### src/rtl/core/section_bias_crossfade_defines.svh
// assertion macros for the section bias crossfade block
`ifndef SECTION_BIAS_CROSSFADE_DEFINES_SVH
`define SECTION_BIAS_CROSSFADE_DEFINES_SVH

`ifndef SYNTHESIS
`define SBC_ASSERT(lbl, prop) \
  lbl: assert property (@(posedge clk) disable iff (!rst_n) prop) \
    else $error("section_bias_crossfade: assertion failed");
`define SBC_ASSERT_RST(lbl, prop) \
  lbl: assert property (@(posedge clk) prop) \
    else $error("section_bias_crossfade: reset assertion failed");
`else
`define SBC_ASSERT(lbl, prop)
`define SBC_ASSERT_RST(lbl, prop)
`endif

`endif

### src/rtl/core/sbc_pkg.sv
// types, section tables and constants for the section bias crossfade block
`default_nettype none

package sbc_pkg;

  localparam int NUM_SECTIONS = 4;
  localparam int NUM_BIAS     = 4;
  localparam int FULL_WEIGHT  = 256;
  localparam int BAR_W        = 32;
  localparam int OUT_W        = 40;

  localparam int IDX_GATE     = 0;
  localparam int IDX_CUTOFF   = 1;
  localparam int IDX_REVERB   = 2;
  localparam int IDX_MUTATION = 3;

  typedef logic [1:0]        sec_t;
  typedef logic signed [7:0] bias_t;
  typedef logic [7:0]        weight_t;
  typedef logic signed [8:0] bias_diff_t;

  typedef enum logic [1:0] {
    FADE_NONE,
    FADE_IN,
    FADE_OUT
  } fade_mode_t;

  localparam bias_t BIAS_TBL [NUM_BIAS][NUM_SECTIONS] = '{
    '{-8'sd64,  8'sd0,  8'sd32, -8'sd16},
    '{-8'sd40,  8'sd0,  8'sd30, -8'sd10},
    '{ 8'sd40,  8'sd0, -8'sd20,  8'sd20},
    '{ 8'sd8,   8'sd0, -8'sd4,   8'sd4 }
  };

  localparam logic [1:0] KICK_TBL   [NUM_SECTIONS] = '{2'd0, 2'd0, 2'd2, 2'd0};
  localparam logic [1:0] MELODY_TBL [NUM_SECTIONS] = '{2'd2, 2'd0, 2'd1, 2'd0};
  localparam logic       ARP_TBL    [NUM_SECTIONS] = '{1'b0, 1'b0, 1'b1, 1'b0};

endpackage

`default_nettype wire

### src/rtl/core/section_bias_crossfade.sv
// section lookup with crossfaded biases: six-stage streaming pipeline
// each input is registered in every stage, from bar_r to out_r, before it is valid at the output
// throughput: one item per cycle while out_tready is high; each stage moves on when the next is free
// the bar is reduced modulo the period in three stages (byte residues,
// reciprocal multiply, remainder with correction), then lookup and blend
// reset: synchronous active-low rst_n clears all stage valid flags
`default_nettype none
`include "section_bias_crossfade_defines.svh"

module section_bias_crossfade #(
  parameter int SECTION_LENGTH = 24,
  parameter int FADE_LENGTH    = 8
) (
  input  logic                        clk,
  input  logic                        rst_n,
  input  logic                        in_tvalid,
  output logic                        in_tready,
  input  logic [sbc_pkg::BAR_W-1:0]   in_tdata,   // [31:0] bar
  output logic                        out_tvalid,
  input  logic                        out_tready,
  // [1:0] section_index, [9:2] gate_bias, [17:10] cutoff_bias,
  // [25:18] reverb_bias, [33:26] mutation_bias, [35:34] kick_sel,
  // [37:36] melody_character, [38] arpeggio_on, [39] zero
  output logic [sbc_pkg::OUT_W-1:0]   out_tdata
);
  import sbc_pkg::*;

  localparam int HALF     = FADE_LENGTH / 2;
  localparam int SPAN     = 2 * HALF;
  localparam int CYC_BARS = NUM_SECTIONS * SECTION_LENGTH;
  localparam int CW       = $clog2(CYC_BARS);
  localparam int LW       = $clog2(SECTION_LENGTH);
  localparam int PW       = CW + 10;
  localparam int MW       = PW + 1;
  localparam int SH       = PW + CW;
  localparam int XW       = PW + MW;
  localparam int QW       = XW - SH;
  localparam longint unsigned RECIP = (longint'(1) << SH) / CYC_BARS;
  localparam int RES1     = 256 % CYC_BARS;
  localparam int RES2     = 65536 % CYC_BARS;
  localparam int RES3     = 16777216 % CYC_BARS;
  localparam int NSTAGE   = 6;

  // per-position fade tables, worked out at elaboration
  function automatic weight_t weight_at(input int p);
    weight_at = '0;
    if (p < HALF) begin
      weight_at = weight_t'((p + HALF) * FULL_WEIGHT / SPAN);
    end else if (p + HALF >= SECTION_LENGTH) begin
      weight_at = weight_t'((p + HALF - SECTION_LENGTH) * FULL_WEIGHT / SPAN);
    end
  endfunction

  function automatic fade_mode_t mode_at(input int p);
    mode_at = FADE_NONE;
    if (p < HALF) begin
      mode_at = FADE_IN;
    end else if (p + HALF >= SECTION_LENGTH) begin
      mode_at = FADE_OUT;
    end
  endfunction

  weight_t    wtab [SECTION_LENGTH];
  fade_mode_t mtab [SECTION_LENGTH];

  for (genvar gi = 0; gi < SECTION_LENGTH; gi++) begin : g_tab
    assign wtab[gi] = weight_at(gi);
    assign mtab[gi] = mode_at(gi);
  end

  // stage flow control
  logic [NSTAGE-1:0] v_r, v_nxt;
  logic [NSTAGE-1:0] ld;

  always_comb begin
    ld[NSTAGE-1] = !v_r[NSTAGE-1] || out_tready;
    for (int k = NSTAGE - 2; k >= 0; k--) begin
      ld[k] = !v_r[k] || ld[k+1];
    end
    v_nxt[0] = ld[0] ? in_tvalid : v_r[0];
    for (int k = 1; k < NSTAGE; k++) begin
      v_nxt[k] = ld[k] ? v_r[k-1] : v_r[k];
    end
  end

  always_ff @(posedge clk) begin
    if (!rst_n) begin
      v_r <= '0;
    end else begin
      v_r <= v_nxt;
    end
  end

  assign in_tready  = ld[0];
  assign out_tvalid = v_r[NSTAGE-1];

  // stage 0: input register
  logic [BAR_W-1:0] bar_r;

  // stage 1: sum of byte residues, congruent to bar modulo the period
  logic [PW-1:0] part_r, part_nxt;
  assign part_nxt = PW'(bar_r[7:0])
                  + PW'(bar_r[15:8])  * PW'(RES1)
                  + PW'(bar_r[23:16]) * PW'(RES2)
                  + PW'(bar_r[31:24]) * PW'(RES3);

  // stage 2: reciprocal product
  logic [XW-1:0] prod_r, prod_nxt;
  logic [PW-1:0] x_r;
  assign prod_nxt = XW'(part_r) * XW'(RECIP);

  // stage 3: remainder, quotient may come out one short
  logic [QW-1:0] quo;
  logic [PW-1:0] rem;
  logic [CW-1:0] cyc_r, cyc_nxt;

  always_comb begin
    quo = prod_r[XW-1:SH];
    rem = x_r - PW'(quo) * PW'(CYC_BARS);
    if (rem >= PW'(CYC_BARS)) begin
      rem = rem - PW'(CYC_BARS);
    end
    cyc_nxt = rem[CW-1:0];
  end

  // stage 4: section, position and blend operands
  sec_t       sec_nxt, sec_r, sec_prev, sec_next;
  logic [CW-1:0] base;
  logic [CW-1:0] pos_full;
  logic [LW-1:0] pos;
  fade_mode_t mode;
  weight_t    w_nxt, w_r;
  bias_t      a_nxt [NUM_BIAS];
  bias_t      a_r   [NUM_BIAS];
  bias_t      b_sel [NUM_BIAS];
  bias_t      cur   [NUM_BIAS];
  bias_diff_t d_nxt [NUM_BIAS];
  bias_diff_t d_r   [NUM_BIAS];

  always_comb begin
    if (cyc_r >= CW'(3 * SECTION_LENGTH)) begin
      sec_nxt = 2'd3;
      base    = CW'(3 * SECTION_LENGTH);
    end else if (cyc_r >= CW'(2 * SECTION_LENGTH)) begin
      sec_nxt = 2'd2;
      base    = CW'(2 * SECTION_LENGTH);
    end else if (cyc_r >= CW'(SECTION_LENGTH)) begin
      sec_nxt = 2'd1;
      base    = CW'(SECTION_LENGTH);
    end else begin
      sec_nxt = 2'd0;
      base    = '0;
    end
    pos_full = cyc_r - base;
    pos      = pos_full[LW-1:0];
    mode     = mtab[pos];
    w_nxt    = wtab[pos];
    sec_prev = sec_nxt - 2'd1;
    sec_next = sec_nxt + 2'd1;
    for (int j = 0; j < NUM_BIAS; j++) begin
      cur[j] = BIAS_TBL[j][sec_nxt];
      case (mode)
        FADE_IN: begin
          a_nxt[j] = BIAS_TBL[j][sec_prev];
          b_sel[j] = cur[j];
        end
        FADE_OUT: begin
          a_nxt[j] = cur[j];
          b_sel[j] = BIAS_TBL[j][sec_next];
        end
        default: begin
          a_nxt[j] = cur[j];
          b_sel[j] = cur[j];
        end
      endcase
      d_nxt[j] = 9'(b_sel[j]) - 9'(a_nxt[j]);
    end
  end

  // stage 5: a*256 + (b-a)*w, floor shift by 8, low byte kept
  logic signed [17:0] mix  [NUM_BIAS];
  bias_t              res  [NUM_BIAS];
  logic [OUT_W-1:0]   out_r, out_nxt;

  always_comb begin
    for (int j = 0; j < NUM_BIAS; j++) begin
      mix[j] = (18'(a_r[j]) <<< 8) + 18'(d_r[j]) * 18'($signed({1'b0, w_r}));
      res[j] = mix[j][15:8];
    end
    out_nxt = {1'b0, ARP_TBL[sec_r], MELODY_TBL[sec_r], KICK_TBL[sec_r],
               res[IDX_MUTATION], res[IDX_REVERB], res[IDX_CUTOFF],
               res[IDX_GATE], sec_r};
  end

  always_ff @(posedge clk) begin
    if (ld[0]) begin
      bar_r <= in_tdata;
    end
    if (ld[1]) begin
      part_r <= part_nxt;
    end
    if (ld[2]) begin
      prod_r <= prod_nxt;
      x_r    <= part_r;
    end
    if (ld[3]) begin
      cyc_r <= cyc_nxt;
    end
    if (ld[4]) begin
      sec_r <= sec_nxt;
      w_r   <= w_nxt;
      a_r   <= a_nxt;
      d_r   <= d_nxt;
    end
    if (ld[5]) begin
      out_r <= out_nxt;
    end
  end

  assign out_tdata = out_r;

  `SBC_ASSERT_RST(a_rst_clear, (!rst_n) |=> (v_r == '0))
  `SBC_ASSERT(a_accept_s0, (in_tvalid && in_tready) |=> v_r[0])
  `SBC_ASSERT(a_cyc_range, v_r[3] |-> ({1'b0, cyc_r} < (CW + 1)'(CYC_BARS)))
  `SBC_ASSERT(a_hold_s4, (v_r[4] && !ld[4]) |=> (v_r[4] && $stable(w_r)))

endmodule

`default_nettype wire
### config.mk
export PLATFORM = sky130hd
export DESIGN_NAME = section_bias_crossfade
export DESIGN_NICKNAME = d
export VERILOG_FILES = /design/src/rtl/core/sbc_pkg.sv /design/src/rtl/core/section_bias_crossfade.sv
export VERILOG_INCLUDE_DIRS = /design/src /design/src/rtl/core
export SDC_FILE = /design/constraint.sdc
export NUM_CORES = 1
export LEC_CHECK = 0
export ABC_AREA = 1
export BUFFER_PORTS_ARGS = -buffer_cell sky130_fd_sc_hd__buf_2
export CELL_PAD_IN_SITES_DETAIL_PLACEMENT = 0
export CELL_PAD_IN_SITES_GLOBAL_PLACEMENT = 1
export CORE_MARGIN = 3
export CORE_UTILIZATION = 50
export CTS_CLUSTER_SIZE = 30
export DETAILED_ROUTE_END_ITERATION = 6
export GPL_ROUTABILITY_DRIVEN = 0
export PLACE_DENSITY = 0.92
export RECOVER_POWER = 50
export SETUP_SLACK_MARGIN = 0.02
export SLEW_MARGIN = 40
export SYNTH_ARGS = -nofsm -noshare
export SYNTH_HDL_FRONTEND = slang
export SYNTH_SLANG_ARGS = --single-unit
### constraint.sdc
create_clock -name clk -period 5.4 [get_ports clk]
set_input_delay 0.54 -clock clk [delete_from_list [all_inputs] [get_ports clk]]
set_output_delay 0.54 -clock clk [all_outputs]
set_load 0.05 [all_outputs]
* Word-level counts from Yosys, hierarchy flattened
Memory sizes are Yosys's and may differ from the RTL's. A register that Yosys moved wholly into a read port is not among the register bits.
Cells that the tools add are included.
** Word-level totals
- Flip-flop bits (word level) :: 222
- Memory bits (read-only) :: 320
- Input bits :: 36
- Output and inout port bits :: 42
- Memories kept :: 2
** Memories
- (no name shown) :: words 32, width 8, rd ports 1, clocked after Yosys merged registers in 1, write ports 0, RTL line section_bias_crossfade.sv:157 : w_nxt = wtab[pos];
- (no name shown) :: words 32, width 2, rd ports 1, clocked after Yosys merged registers in 0, write ports 0, RTL line section_bias_crossfade.sv:156 : mode = mtab[pos];
** Cells by class
- Add/subtract/negate cells :: 16
- $mul :: 6
- Order comparisons :: 9
- Equal/unequal tests :: 2
- Mux-type cells :: 62
- Bitwise gates (word level) :: 5
- Reduce and logical (&&, ||, !) cells :: 12
** Operator list (count)
- two-way mux 8 bit :: 32
- binary-select mux 8 bit (select 2 bit) :: 12
- adder 16 bit :: 4
- multiplier 9 x 9 -> 16 bit :: 4
- subtractor 8 x 8 -> 9 bit :: 4
- multiplier 17 x 17 -> 34 bit, second input constant :: 1
- adder 16 x 14 -> 17 bit :: 1
- greater-or-equal comparator 17 x 7 -> 1 bit, second input constant :: 1
- subtractor 17 bit :: 1
- adder 15 x 14 -> 16 bit :: 1
- two-way mux 2 bit :: 8
- adder 8 x 14 -> 15 bit :: 1
- two-way mux 5 bit :: 3
- greater-or-equal comparator 3 bit, second input constant :: 4
- multiplier 11 x 2 -> 12 bit, second input constant :: 1
- inverter 2 -> 3 bit :: 4
- binary-select mux 2 bit (select 2 bit) :: 2
- greater-or-equal comparator 7 x 5 -> 1 bit, second input constant :: 1
- greater-or-equal comparator 7 x 6 -> 1 bit, second input constant :: 1
- greater-or-equal comparator 7 bit, second input constant :: 1
- two-way mux 7 bit :: 1
- subtractor 7 bit, second input constant :: 1
- greater-or-equal comparator 6 bit, second input constant :: 1
- logical NOT 1 bit :: 6
- 9 further kinds :: 16

* Longest topological paths before layout
- Depth after elaboration :: 12
- Depth in mapped cells :: 24
- Depth with buffers taken out :: 24

* Worst setup path before layout
No wires, ideal clock.
- Path type :: register to register
- Start point :: register part_r[5]
- End point :: register prod_r[24], data pin
- Setup time :: 0.256 ns
- Arrival :: 4.622 ns
- Required time :: 5.144 ns
- Slack :: 0.522 ns
- Stages on the path, launching flop included :: 21
- Buffers on the path :: 0
- Period minus slack after synthesis :: 4.878 ns
- Cells stage by stage :: edfxtp_1 -> ha_1 -> xor2_1 -> ha_1 -> inv_1 -> fa_1 -> inv_1 -> fa_1 -> fa_1 -> inv_1 -> fa_1 -> inv_1 -> ha_1 -> nand2_1 -> nor2_1 -> inv_1 -> nor3_1 -> a21boi_2 -> nor2_1 -> nand2_1 -> nand2_1
** On the way
- Longest elaborated chain between the ends :: 1
** RTL lines
- start, declared :: RTL line section_bias_crossfade.sv:101 : logic [PW-1:0] part_r, part_nxt;
- start signal, assigned :: RTL line section_bias_crossfade.sv:200 : part_r <= part_nxt;
- multiplier 17 x 17 -> 34 bit :: RTL line section_bias_crossfade.sv:110 : assign prod_nxt = XW'(part_r) * XW'(RECIP);
- named net prod_nxt[24] :: RTL line section_bias_crossfade.sv:108 : logic [XW-1:0] prod_r, prod_nxt;
- end signal, assigned :: RTL line section_bias_crossfade.sv:203 : prod_r <= prod_nxt;
- end, declared :: RTL line section_bias_crossfade.sv:108
The timed path passes the listed nets, and every way through them passes these cells.
A chain may end at the register's enable or synchronous reset.

* Final worst setup path
- Start point :: register part_r[3]
- End point :: register prod_r[32], data pin
Same word-level chain as after synthesis.

==> results.toml <==
[status]
status = "complete, but fails checks"
violations = "capacitance limit, slew limit"

[route]
ant_nets = 0
drc_errors = 0
vias = 11144
wl_um = 32500
drt_iter0_drc = 494
wl_per_cell_um = 14.5
drt_first_pass_iters = 5
drt-vias-per-instance = 4.97

[final_layout]
drive_above_1_share_pct = 6.40
area_growth_pct = 10.5
fillers = 2683
stdcell_area_um2 = 17600
n_antenna_cell = 0
fin_util_pct = 56.7
seq_area_um2 = 4620
final_nets = 2279
multi_input_area_um2 = 9400

[synthesis]
yosys-top-cells-area = "edfxtp_1 28%, ha_1 22%, fa_1 16%, inv_1 12%, nand2_1 6.2%"
ys_seq_area_share_pct = 29.1
synth.distinct_cells = 44
ys_seq_elements = 156
synth_top_flop_cell = "edfxtp_1"
synth_top_cell_area_share_pct = 28.3
synth_commonest_cells = "502 x inv_1, 281 x ha_1, 263 x nand2_1, 150 x edfxtp_1, 130 x fa_1"
synth_top_family_by_area = "adder cells"
synthXorXnorAreaFrac_pct = 4.02
syn_inst = 1719
ys_warn_count = 0
synthArstFlopShare_pct = 0
synth-compound-area-share_pct = 4.93
synth_fa_ha_area_share_pct = 38.5
muxShareOfSynthArea_pct = 0.0629
syn_area_per_cell_um2 = 9.25
synth-edff-count = 150
netlist_area_um2 = 15900
yosys.area.top_type = "edfxtp_1"
yosysMostFrequentCell = "inv_1"
yosys.area_share.simple_pct = 10.9

[floorplanning]
dieArea_um2 = 34000
die_w_um = 184
io-pin-count = 78
row_count = 64
die_height_um = 184
core-area_um2 = 31000
start_util_pct = 51.3

[setup_path]
slowest_delay_ns = 0.55
crit_path_start = "part_r[3]"
required_ns = 5.60
crit_chain = "clkbuf_1, ha_4, xor2_4, ha_1, nor2_1, fa_1, inv_1, fa_1, fa_1, inv_1, fa_1, inv_1, ha_1, nand2_1, inv_1, a21oi_1, o21bai_1, a21oi_1, nand2_1, nand2_1, nand2_1"
r2r-start = "part_r[3]"
worstPathMaxFanout = 5
critical_path_class = "register to register"
reg2reg_to = "prod_r[32]"
crit_slowest_cell = "fa_1"
r2r_cells = 21
crit_path_end_kind = "register"
crit_arrival_ns = 5.38
start_kind = "register"
reg2reg_slack_ns = 0.22

[hold_path]
hold_start = "in_tdata[2]"
min_path_cells = 1
hold_path_class = "primary input to register"
min_to = "bar_r[2]"

[cts]
postCtsHoldBufs = 0
ctsRootBufferMaster = "clkbuf_16"
numCtsBuffers = 17
clock_latency_ns = 0.45
cts.sinks = 156
htreeDepth = 4
cts_tree = "done"
clkTransAtPathRegs_ns = 0.08
clk_path_buf_depth = 2

[global_route]
antenna_found_initial = 0
grt_pass1_wl_um = 54100
grt_overflow_total = 0
track_usage_pct = 20.1
grt_max_degree = 37
grt_pass1_vias = 11795

[sta]
min_period_over_period_pct = 95.9
rsz0062_at_grt = "false"
fmax_mhz = 193
hold_viol_final = 0
setup_tns_ns = 0
slew_viol_final = 37
period_minus_slack_ns = 5.18
finClkSkew_ns = 0.0149
worst_pin_slew_ns = 1.79
setup_viol = 0
relSlewSlack_pct = -19.2

[place]
port_buffers = 74
place_area_um2 = 16800
dp_hpwl_um = 27100

[flow_run]
max_cap_viol_count = 1
## registers in the layout, indices dropped and copies added, names as in the netlist
name,cells
out_tdata,34
sec_r,2
prod_r,11
x_r,16
cyc_r,7
w_r,3
d_r,23
bar_r,32
part_r,16
v_r,6
a_r,6
## routing by layer
| layer | vias up | track usage, % | wire, um |
|---|---|---|---|
| met5 | - | 0 | 0 |
| met4 | 0 | 9.34 | 1480 |
| met3 | 89 | 3.06 | 1110 |
| met2 | 233 | 38.5 | 17200 |
| met1 | 5262 | 21.7 | 12700 |
| li1 | 5560 | - | - |
## through the flow
stage | setup slack [ns] | std cells | hold WS, ns
final | 0.220 | 2241 | 0.270
after global routing | 0.00209 | 2241 | 0.253
after CTS | 0.148 | 2222 | 0.252
after detailed placement | 0.166 | 2190 | 0.417
after global placement | 0.256 | 2190 | 0.419
after floorplan | 0.522 | 1721 | 0.400
## cell families after synthesis
family                     count (synthesis)
AOI/OAI and AO/OA                        132
xor gates and xnor gates                  73
adders and majority gates                411
buffers and inverters                    520
DFF                                      156
muxes                                      1
other                                      1
and+or+nand+nor                          425
## worst max path at each step
stage                      end  slack (ns)  cells after the start
finish              prod_r[32]        0.22                     21
floorplan           prod_r[24]        0.52                     20
detailed placement  prod_r[24]        0.17                     20
global placement    prod_r[32]        0.26                     20
CTS                 prod_r[30]        0.15                     22
global route        prod_r[31]       0.002                     19
## final cells by class
type / instances / area share, %
Inverter: 504 / 10.8
Sequential cell: 156 / 26.3
Multi-Input combinational cell: 1045 / 53.5
Clock buffer: 18 / 2.44
Tap cell: 396 / 2.82
Timing Repair Buffer: 108 / 3.01
Clock inverter: 14 / 1.17
## cell usage in the layout, fill, tap and decap left out, types with 4 or more instances in the layout
cell,count
a21boi_0,4
a21o_1,4
a21oi_1,60
a31oi_1,5
buf_2,36
buf_4,19
bufinv_16,4
clkbuf_1,52
clkbuf_16,17
dfxtp_1,6
edfxtp_1,150
fa_1,130
ha_1,275
ha_4,5
inv_1,501
inv_6,4
nand2_1,263
nand3_1,41
nand4_1,16
nor2_1,81
nor3_1,8
o21ai_0,22
o21ai_1,5
o21ai_2,7
o21bai_1,8
xnor2_1,28
xor2_1,44
## critical path, delay by kind of cell, from the launching register on
kind | cells | cell delay (ns)
flops | 1 | 0.45
buf+inv | 5 | 0.38
fa+ha+maj | 7 | 2.90
simple gates | 5 | 0.39
xor+xnor | 1 | 0.19
compound gates | 3 | 0.62
## repair_timing
action | in CTS | in global routing
endpoints found under the setup margin | 0 | 10
setup buffers | 0 | 19
resized for setup | 0 | 15
Power is left out: the tool's default activity adds up to more than one toggle a clock period on the data nets, which glitch-free logic cannot reach.
